===== src/sv/stb_pkg.sv =====
`timescale 1ns / 1ps
// stb_pkg: constants and types shared by the timer bank
// no dependencies

package stb_pkg;

    // number of timers in the bank (1 to 255)
    localparam int TIMER_COUNT = 8;
    localparam int TIMER_IDX_W = (TIMER_COUNT > 1) ? $clog2(TIMER_COUNT) : 1;

    // field widths
    localparam int CMD_W    = 2;
    localparam int ID_W     = 8;
    localparam int PERIOD_W = 32;
    localparam int MASK_W   = 8;
    localparam int RUN_W    = 31;
    localparam int DIV_W    = 8;

    // fired mask shows at most MASK_W timers
    localparam int MASK_PAD_W = (TIMER_COUNT > MASK_W) ? TIMER_COUNT : MASK_W;

    // run-time counter wraps to zero when it would reach this value
    localparam logic [RUN_W-1:0] RUN_WRAP = {RUN_W{1'b1}};

    // divider reset values
    localparam logic [DIV_W-1:0] FAST_RESET = 8'd10;
    localparam logic [DIV_W-1:0] SLOW_RESET = 8'd50;

    // configuration register indexes
    localparam int CFG_IDX_W = 1;
    typedef enum logic [CFG_IDX_W-1:0] {
        CFG_FAST_DIVIDE = 1'b0,
        CFG_SLOW_DIVIDE = 1'b1
    } t_cfg_idx;

    // request commands
    typedef enum logic [CMD_W-1:0] {
        CMD_TICK       = 2'd0,
        CMD_START_ONE  = 2'd1,
        CMD_START_AUTO = 2'd2,
        CMD_STOP       = 2'd3
    } t_cmd;

endpackage


===== src/sv/soft_timer_bank.sv =====
`timescale 1ns / 1ps
// soft_timer_bank: bank of down-counting timers with one-shot and auto-reload modes
// depends on stb_pkg
//
// Usage
//   Requests enter on the input channel (i_in_valid / o_in_ready) and carry a
//   command, a timer id and a period. A tick decrements every nonzero count,
//   reloads expired auto-mode timers and reports armed expiries in
//   o_fired_mask; it also advances the run-time counter and the two divided
//   tick pulses. Start commands load and arm a timer, stop disarms it only.
//   Every request gives exactly one result on the output channel
//   (o_out_valid / i_out_ready); out-of-range start or stop ids set o_bad_id.
//   A request passes from the input register to the update stage, which
//   writes the result register. Throughput is one request per cycle while
//   the receiver takes results, set by the single update stage in which all
//   timers change together.
//   When the receiver stalls, the result register holds and the input
//   register takes at most one further request before o_in_ready drops.
//   The divide registers are to be written through i_cfg_we / i_cfg_index /
//   i_cfg_data only while no request is in flight; the block does not check.
//   Reset (synchronous, active low) clears all timers, the run-time counter
//   and the divider counts, and restores the divide values to 10 and 50.

module soft_timer_bank
    import stb_pkg::*;
(
    input  logic                 i_clk,
    input  logic                 i_rst_n,
    // request channel
    input  logic                 i_in_valid,
    output logic                 o_in_ready,
    input  logic [CMD_W-1:0]     i_cmd,
    input  logic [ID_W-1:0]      i_timer_id,
    input  logic [PERIOD_W-1:0]  i_period,
    // result channel
    output logic                 o_out_valid,
    input  logic                 i_out_ready,
    output logic [MASK_W-1:0]    o_fired_mask,
    output logic                 o_pulse_fast,
    output logic                 o_pulse_slow,
    output logic [RUN_W-1:0]     o_run_time,
    output logic                 o_bad_id,
    // configuration write port
    input  logic                 i_cfg_we,
    input  logic [CFG_IDX_W-1:0] i_cfg_index,
    input  logic [DIV_W-1:0]     i_cfg_data
);

    // input register
    logic                 r_in_valid;
    t_cmd                 r_cmd;
    logic [ID_W-1:0]      r_id;
    logic [PERIOD_W-1:0]  r_period;

    // timer state
    logic [PERIOD_W-1:0]  r_remaining [TIMER_COUNT];
    logic [PERIOD_W-1:0]  r_reload    [TIMER_COUNT];
    logic [TIMER_COUNT-1:0] r_auto;
    logic [TIMER_COUNT-1:0] r_armed;
    logic [RUN_W-1:0]     r_elapsed;
    logic [DIV_W-1:0]     r_fast_count;
    logic [DIV_W-1:0]     r_slow_count;
    logic [DIV_W-1:0]     r_fast_divide;
    logic [DIV_W-1:0]     r_slow_divide;

    // result register
    logic                 r_out_valid;
    logic [MASK_W-1:0]    r_fired;
    logic                 r_pulse_fast;
    logic                 r_pulse_slow;
    logic                 r_bad_id;

    // next values
    logic [PERIOD_W-1:0]  n_remaining [TIMER_COUNT];
    logic [PERIOD_W-1:0]  n_reload    [TIMER_COUNT];
    logic [TIMER_COUNT-1:0] n_auto;
    logic [TIMER_COUNT-1:0] n_armed;
    logic [RUN_W-1:0]     n_elapsed;
    logic [DIV_W-1:0]     n_fast_count;
    logic [DIV_W-1:0]     n_slow_count;
    logic [MASK_W-1:0]    n_fired;
    logic                 n_pulse_fast;
    logic                 n_pulse_slow;
    logic                 n_bad_id;

    logic                 advance;
    logic                 id_ok;
    logic [TIMER_IDX_W-1:0] idx;
    logic [TIMER_COUNT-1:0] fire_vec;
    logic [MASK_PAD_W-1:0]  fire_pad;
    logic [PERIOD_W-1:0]  dec [TIMER_COUNT];
    logic [RUN_W-1:0]     run_inc;
    logic [DIV_W-1:0]     fast_inc;
    logic [DIV_W-1:0]     slow_inc;

    // handshake
    assign advance    = r_in_valid && (!r_out_valid || i_out_ready);
    assign o_in_ready = !r_in_valid || advance;

    assign id_ok = (r_id < ID_W'(TIMER_COUNT));
    assign idx   = r_id[TIMER_IDX_W-1:0];

    // tick arithmetic for the shared counters
    assign run_inc  = r_elapsed + RUN_W'(1);
    assign fast_inc = r_fast_count + DIV_W'(1);
    assign slow_inc = r_slow_count + DIV_W'(1);

    // update stage: one request changes the whole bank
    always_comb begin
        n_remaining  = r_remaining;
        n_reload     = r_reload;
        n_auto       = r_auto;
        n_armed      = r_armed;
        n_elapsed    = r_elapsed;
        n_fast_count = r_fast_count;
        n_slow_count = r_slow_count;
        n_pulse_fast = 1'b0;
        n_pulse_slow = 1'b0;
        n_bad_id     = 1'b0;
        fire_vec     = '0;

        for (int i = 0; i < TIMER_COUNT; i++) begin
            dec[i] = r_remaining[i] - PERIOD_W'(1);
        end

        case (r_cmd)
            CMD_TICK: begin
                // every running count steps down, expiries reload or disarm
                for (int i = 0; i < TIMER_COUNT; i++) begin
                    if (r_remaining[i] != '0) begin
                        n_remaining[i] = dec[i];
                        if (dec[i] == '0) begin
                            if (r_auto[i]) begin
                                n_remaining[i] = r_reload[i];
                            end
                            if (r_armed[i]) begin
                                fire_vec[i] = 1'b1;
                                if (!r_auto[i]) begin
                                    n_armed[i] = 1'b0;
                                end
                            end
                        end
                    end
                end
                // run-time counter skips the wrap value
                n_elapsed = (run_inc == RUN_WRAP) ? '0 : run_inc;
                // divided ticks
                if (fast_inc >= r_fast_divide) begin
                    n_fast_count = '0;
                    n_pulse_fast = 1'b1;
                end else begin
                    n_fast_count = fast_inc;
                end
                if (slow_inc >= r_slow_divide) begin
                    n_slow_count = '0;
                    n_pulse_slow = 1'b1;
                end else begin
                    n_slow_count = slow_inc;
                end
            end
            CMD_STOP: begin
                if (!id_ok) begin
                    n_bad_id = 1'b1;
                end else begin
                    n_armed[idx] = 1'b0;
                end
            end
            CMD_START_ONE, CMD_START_AUTO: begin
                if (!id_ok) begin
                    n_bad_id = 1'b1;
                end else begin
                    n_remaining[idx] = r_period;
                    n_reload[idx]    = r_period;
                    n_auto[idx]      = (r_cmd == CMD_START_AUTO);
                    n_armed[idx]     = 1'b1;
                end
            end
            default: begin
                n_bad_id = 1'b0;
            end
        endcase

        // only the low timers show in the mask
        fire_pad = MASK_PAD_W'(fire_vec);
        n_fired  = fire_pad[MASK_W-1:0];
    end

    // input register
    always_ff @(posedge i_clk) begin
        if (!i_rst_n) begin
            r_in_valid <= 1'b0;
        end else if (o_in_ready) begin
            r_in_valid <= i_in_valid;
        end
        if (o_in_ready && i_in_valid) begin
            r_cmd    <= t_cmd'(i_cmd);
            r_id     <= i_timer_id;
            r_period <= i_period;
        end
    end

    // divide registers
    always_ff @(posedge i_clk) begin
        if (!i_rst_n) begin
            r_fast_divide <= FAST_RESET;
            r_slow_divide <= SLOW_RESET;
        end else if (i_cfg_we) begin
            case (t_cfg_idx'(i_cfg_index))
                CFG_FAST_DIVIDE: r_fast_divide <= i_cfg_data;
                CFG_SLOW_DIVIDE: r_slow_divide <= i_cfg_data;
                default: r_fast_divide <= r_fast_divide;
            endcase
        end
    end

    // timer state
    always_ff @(posedge i_clk) begin
        if (!i_rst_n) begin
            for (int i = 0; i < TIMER_COUNT; i++) begin
                r_remaining[i] <= '0;
                r_reload[i]    <= '0;
            end
            r_auto       <= '0;
            r_armed      <= '0;
            r_elapsed    <= '0;
            r_fast_count <= '0;
            r_slow_count <= '0;
        end else if (advance) begin
            r_remaining  <= n_remaining;
            r_reload     <= n_reload;
            r_auto       <= n_auto;
            r_armed      <= n_armed;
            r_elapsed    <= n_elapsed;
            r_fast_count <= n_fast_count;
            r_slow_count <= n_slow_count;
        end
    end

    // result register
    always_ff @(posedge i_clk) begin
        if (!i_rst_n) begin
            r_out_valid <= 1'b0;
        end else if (advance) begin
            r_out_valid <= 1'b1;
        end else if (i_out_ready) begin
            r_out_valid <= 1'b0;
        end
        if (advance) begin
            r_fired      <= n_fired;
            r_pulse_fast <= n_pulse_fast;
            r_pulse_slow <= n_pulse_slow;
            r_bad_id     <= n_bad_id;
        end
    end

    assign o_out_valid  = r_out_valid;
    assign o_fired_mask = r_fired;
    assign o_pulse_fast = r_pulse_fast;
    assign o_pulse_slow = r_pulse_slow;
    assign o_run_time   = r_elapsed;
    assign o_bad_id     = r_bad_id;

endmodule


===== config.mk =====
export PLATFORM = sky130hd
export DESIGN_NAME = soft_timer_bank
export DESIGN_NICKNAME = d
export VERILOG_FILES = /design/src/sv/stb_pkg.sv /design/src/sv/soft_timer_bank.sv
export SDC_FILE = /design/constraint.sdc
export NUM_CORES = 2
export LEC_CHECK = 0
export ABC_AREA = 1
export ABC_CLOCK_PERIOD_IN_PS = 2750
export BUFFER_PORTS_ARGS = -buffer_cell sky130_fd_sc_hd__buf_2
export CAP_MARGIN = 25
export CORE_MARGIN = 1
export CORE_UTILIZATION = 48
export CTS_BUF_LIST = sky130_fd_sc_hd__clkbuf_2
export CTS_CLUSTER_SIZE = 20
export DETAILED_ROUTE_END_ITERATION = 6
export MAX_ROUTING_LAYER = met4
export PLACE_DENSITY_LB_ADDON = 0.3
export SYNTH_ARGS = -nofsm -noshare
export SYNTH_HDL_FRONTEND = slang
export SYNTH_SLANG_ARGS = --single-unit

===== constraint.sdc =====
create_clock -name i_clk -period 2.75 [get_ports i_clk]
set_input_delay 0.6875 -clock i_clk [delete_from_list [all_inputs] [get_ports i_clk]]
set_output_delay 0.6875 -clock i_clk [all_outputs]
set_load 0.05 [all_outputs]

; After elaboration in Yosys (flattened, before gate mapping)
; Index checks and enable logic that the tools add are counted.
[word_totals]
register_bits = 646
out_inout_bits = 44
input_bits = 56
[op_classes]
addsub = 11
n_lt_le_gt_ge = 7
mux = 84
n_eq_ne = 22
bitwise_logic = 5
reduce_logical = 57
[ops]
columns = op, n
row1 = $mux W32, 25
row2 = $bwmux W256, 2
row3 = $pmux W256 S2, 1
row4 = $logic_not A32 Y1, 8
row5 = $mux W256, 1
row6 = $reduce_bool A32 Y1, 8
row7 = $sub A32 B1 Y32 const B, 8
row8 = $demux W32 S3, 1
row9 = $mux W1, 46
row10 = $reduce_and A5 Y1, 8
row11 = $ne A2 B2 Y1 const B, 18
row12 = $mux W8, 4
row13 = $reduce_and A4 Y1, 8
row14 = $add A31 B1 Y31 const B, 1
row15 = $eq A31 B31 Y1 const B, 1
row16 = $mux W31, 1
row17 = $reduce_and A3 Y1, 9
row18 = $pmux W8 S3, 1
row19 = $add A8 B1 Y8 const B, 2
row20 = $ge A8 B8 Y1, 2
row21 = $and A8 B8 Y8, 1
row22 = $bwmux W8, 1
row23 = $lt A8 B4 Y1 const B, 1
row24 = $not A8 Y8, 1
row25 = other kinds (18), 27

; Longest topological paths before layout
[logic_depth]
ltp_word = 8
mapped_depth = 17
ltp_nobuf = 17

; Worst setup path before layout
; OpenSTA, ideal clock, no wires.
[synth_path]
path_kind = register to register
startpoint = reg r_elapsed[1] (netlist: o_run_time[1])
endpoint = reg r_elapsed[11] (netlist: o_run_time[11])
t_arrival_ns = 2.408
setup_ns = 0.132
period_less_slack_ns = 2.541
setup_slack_ns = 0.209
required_ns = 2.618
stages_incl_launch_ff = 14
cell_sequence = dfxtp_1 > ha_1 > nand3_2 > nor2_1 > nand2_1 > xnor2_1 > nand2_1 > nor2_1 > nand3_1 > nor2_1 > nand3_2 > buf_6 > nand3_1 > a21oi_1
[synth_between]
elab_chain_cells = 3
[synth_rtl]
columns = element, line
row1 = start: declaration, soft_timer_bank.sv:60  ; logic [RUN_W-1:0] r_elapsed;
row2 = start signal: assignment, soft_timer_bank.sv:233  ; r_elapsed <= n_elapsed;
row3 = $add A31 B1 Y31 *, soft_timer_bank.sv:104  ; assign run_inc = r_elapsed + RUN_W'(1);
row4 = $eq A31 B31 Y1, soft_timer_bank.sv:146  ; n_elapsed = (run_inc == RUN_WRAP) ? '0 : run_inc;
row5 = $mux W31 *, soft_timer_bank.sv:146
; Mark *: on every way between the ends. The rest lies on a longest branch, timed or not.
; A chain may end at the register's enable or synchronous reset.

; Final worst setup path
[layout_path]
startpoint = reg r_out_valid (netlist: o_out_valid)
endpoint = out o_in_ready
[layout_between]
elab_chain_cells = 4
[layout_rtl]
columns = element, line
row1 = start: declaration, soft_timer_bank.sv:67  ; logic r_out_valid;
row2 = start signal: assignment, soft_timer_bank.sv:242  ; r_out_valid <= 1'b0;
row3 = start signal: assignment, soft_timer_bank.sv:244  ; r_out_valid <= 1'b1;
row4 = start signal: assignment, soft_timer_bank.sv:246  ; r_out_valid <= 1'b0;
row5 = $logic_not A1 Y1, soft_timer_bank.sv:97  ; assign advance = r_in_valid && (!r_out_valid || i_out_ready);
row6 = $logic_or A1 B1 Y1, soft_timer_bank.sv:97
row7 = $logic_and A1 B1 Y1, soft_timer_bank.sv:97
row8 = $logic_or A1 B1 Y1, soft_timer_bank.sv:98  ; assign o_in_ready = !r_in_valid || advance;
row9 = end: declaration, soft_timer_bank.sv:31  ; output logic o_in_ready,
; No other way between the ends.

==> results.cfg <==
[run_status]
status = finished with violations
violations = design-rule violations, negative setup slack

[synthesis]
post_synth.cell_area_avg_um2 = 6.25
async_flop_share = 0
syn_area_mm2 = 0.0425
ys_seq_area_frac = 0.317
ys_warn_count = 0
netlist_instances = 6795
ys_types = 48
synth_seq_cells = 646
yosys_most_used_dff = dfxtp_1
synth_nets = 6890
synth_edf_count = 53

[placed_design]
io_buffers = 99
placed_cells = 7942
place_congestion = 1.04
hpwl_um = 118000

[min_path]
hold_class = in -> reg

[worst_setup_path]
path_buf_inv = 1
cp.arrival_ns = 2.16
cp_cell_sequence = nand3_4, buf_8
worst-endpoint-required_ns = 2.06
cp-start-kind = flip-flop
cp_slowest_stage_delay_ns = 0.41
cp_slowest_cell = dfxtp_4
critPathTopFamily = flip-flops
cp-end-kind = output pin
worstPathMaxFanout = 3
critPathKind = reg -> out

[grt]
grt_max_degree = 113
antenna_found_initial = 16
first_global_vias = 44300
grt_usage = 0.389
grt_pass1_wl_um = 262000
grt-ovfl-total = 0

[power]
p_leak_nw = 22.6
power_density_mw_per_mm2 = 607
internal_power_mw = 16.8
clkPwrFrac = 0.256
pwr-share-seq = 0.334
vdd_drop_max_mv = 0.420
p_switching_mw = 13.4
netSwitchingFraction = 0.443
combPwrFrac = 0.410

[drt]
vias = 49000
firstDrtPassIters = 7
via_per_inst = 5.78
wirelength_um = 176000
drtAntennaViolNets = 0
wire_per_inst_um = 20.7
drc = 1
dr.first_iter.drc_count = 6827

[floorplanning]
die_w_um = 299
dieArea_mm2 = 0.0897
core_mm2 = 0.0872
io_pins = 100
initial_core_util = 0.487
fp.dieH_um = 299
num_rows = 108

[sta]
fmax_mhz = 351
period_share = 1.04
rsz0062_at_grt = yes
drv_slew = 0
fin_crit_ns = 2.85
setup-violations-final = 14
slew-limit-headroom = 0.237
tightest_slew_ns = 1.14
hold_ws_ns = 0.117
hold_viol_final = 0
finClkSkew_ns = 0.141
fin_ws_ns = -0.0989

[cells_and_area]
fin_cells = 8471
layout_commonest_cell = nand2_1
drive_gt1_frac = 0.140
nFillCells = 8700
final-seq-area_mm2 = 0.0136
area_growth_pct = 16.8
multiInputGateArea_mm2 = 0.0249
layout_common_cells = nand2_1 (1781), nor2_1 (991), inv_1 (638)
final_nets = 7263

[clock_network]
clk_pin_slew_worst_paths_ns = 0.12
cts-root-buf = clkbuf_2
h-tree-depth = 4
cts.sinks = 646
cts_buffers = 175
clockBufferDepth = 3
clk_latency_ns = 1.56
cts_tree = yes

[job]
drv_cap = 0
Yosys cell counts, types with 33 or more instances:
master,instances,area share
a21oi_1,428,0.050
nor3_1,51,0.0060
nand3_1,239,0.028
edfxtp_1,53,0.037
dfxtp_1,593,0.28
nor2_2,56,0.0082
nor2_1,1009,0.089
o21ai_0,552,0.065
ha_1,39,0.011
o21ai_1,35,0.0041
buf_6,42,0.011
a211oi_1,264,0.047
inv_1,648,0.057
xor2_1,33,0.0068
nor2_4,57,0.015
nand2_1,1791,0.16
nand4_1,380,0.056
buf_4,36,0.0064
clkbuf_1,207,0.018
buf_2,59,0.0070
cell type report:
| class | count | share of cell area |
|---|---|---|
| diodes | 12 | 0.000605 |
| clock buffers | 262 | 0.0264 |
| clock inverters | 51 | 0.00832 |
| inverters | 667 | 0.0508 |
| multi-input cells | 5119 | 0.502 |
| flip-flops and latches | 646 | 0.274 |
| well taps | 1155 | 0.0291 |
| repair buffers | 559 | 0.109 |
tightest hold or removal path, stage by stage:
cell and delay [ns]:
dlygate4sd3_1 0.56, buf_6 0.19, o21ai_0 0.10, a21oi_1 0.05
per-stage QoR:
step / area, um2 / setup slack [ns] / TNS (ns) / power [mW] / util
6_report: 49600 / -0.0989 / -0.355 / 30.1 / 0.569
5_1_grt: 49600 / -0.187 / -4.88 / 32.0 / 0.569
4_1_cts: 48900 / -0.193 / -5.50 / 29.5 / 0.561
3_5_place_dp: 45100 / -0.0584 / -0.133 / 21.8 / 0.518
3_3_place_gp: 45100 / -0.0145 / -0.0300 / 21.7 / 0.518
2_1_floorplan: 42500 / 0.209 / 0 / 18.4 / -
power by group through the flow:
stage          clock network (mW)  registers, mW  logic (mW)
3_3_place_gp                    0           10.3        11.4
2_1_floorplan                   0           10.2        8.18
5_1_grt                      8.27           10.1        13.6
3_5_place_dp                    0           10.3        11.5
6_report                     7.71           10.1        12.4
4_1_cts                      7.77           10.0        11.7
logic make-up after synthesis:
family / after synthesis / synth area share
AOI/OAI and AO/OA: 1334 / 0.177
xor gates and xnor gates: 52 / 0.0109
adders and majority gates: 39 / 0.0115
buffers and inverters: 1032 / 0.104
DFF: 646 / 0.317
and+or+nand+nor: 3692 / 0.380
state kept, by name (all words and copies together) (netlist names), 31 cells and up:
name / cells
o_run_time: 31
r_remaining: 256
r_period: 32
r_reload: 256
path summary, 6_finish.rpt:
kind	startpoint	endpoint	slack, ns	cells after the start
min	i_rst_n	r_remaining[60]	0.12	4
min reg2reg	r_fast_divide[5]	r_fast_divide[5]	0.49	2
max	o_out_valid	o_in_ready	-0.1	2
max reg2reg	r_remaining[35]	o_fired_mask[6]	0.08	9
layer usage:
layer / vias to the layer above / track usage / share of wire / wire length (um)
met4: 0 / 0.199 / 0.053 / 9250
met1: 22500 / 0.510 / 0.41 / 72800
met2: 2661 / 0.563 / 0.42 / 74500
met5: - / - / 0 / 0
li1: 23400 / - / - / -
met3: 474 / 0.0796 / 0.11 / 19100
repair_timing:
item | 4_1_cts | 5_1_grt
gates cloned | 0 | 5
gates resized for setup | 189 | 85
setup buffers | 32 | 42
hold buffers | 126 | 0
hold endpoints to repair | 459 | 0
pin swaps | 1 | 30
endpoints found under the setup margin | 45 | 280
Power figures use the tool's default switching activity.
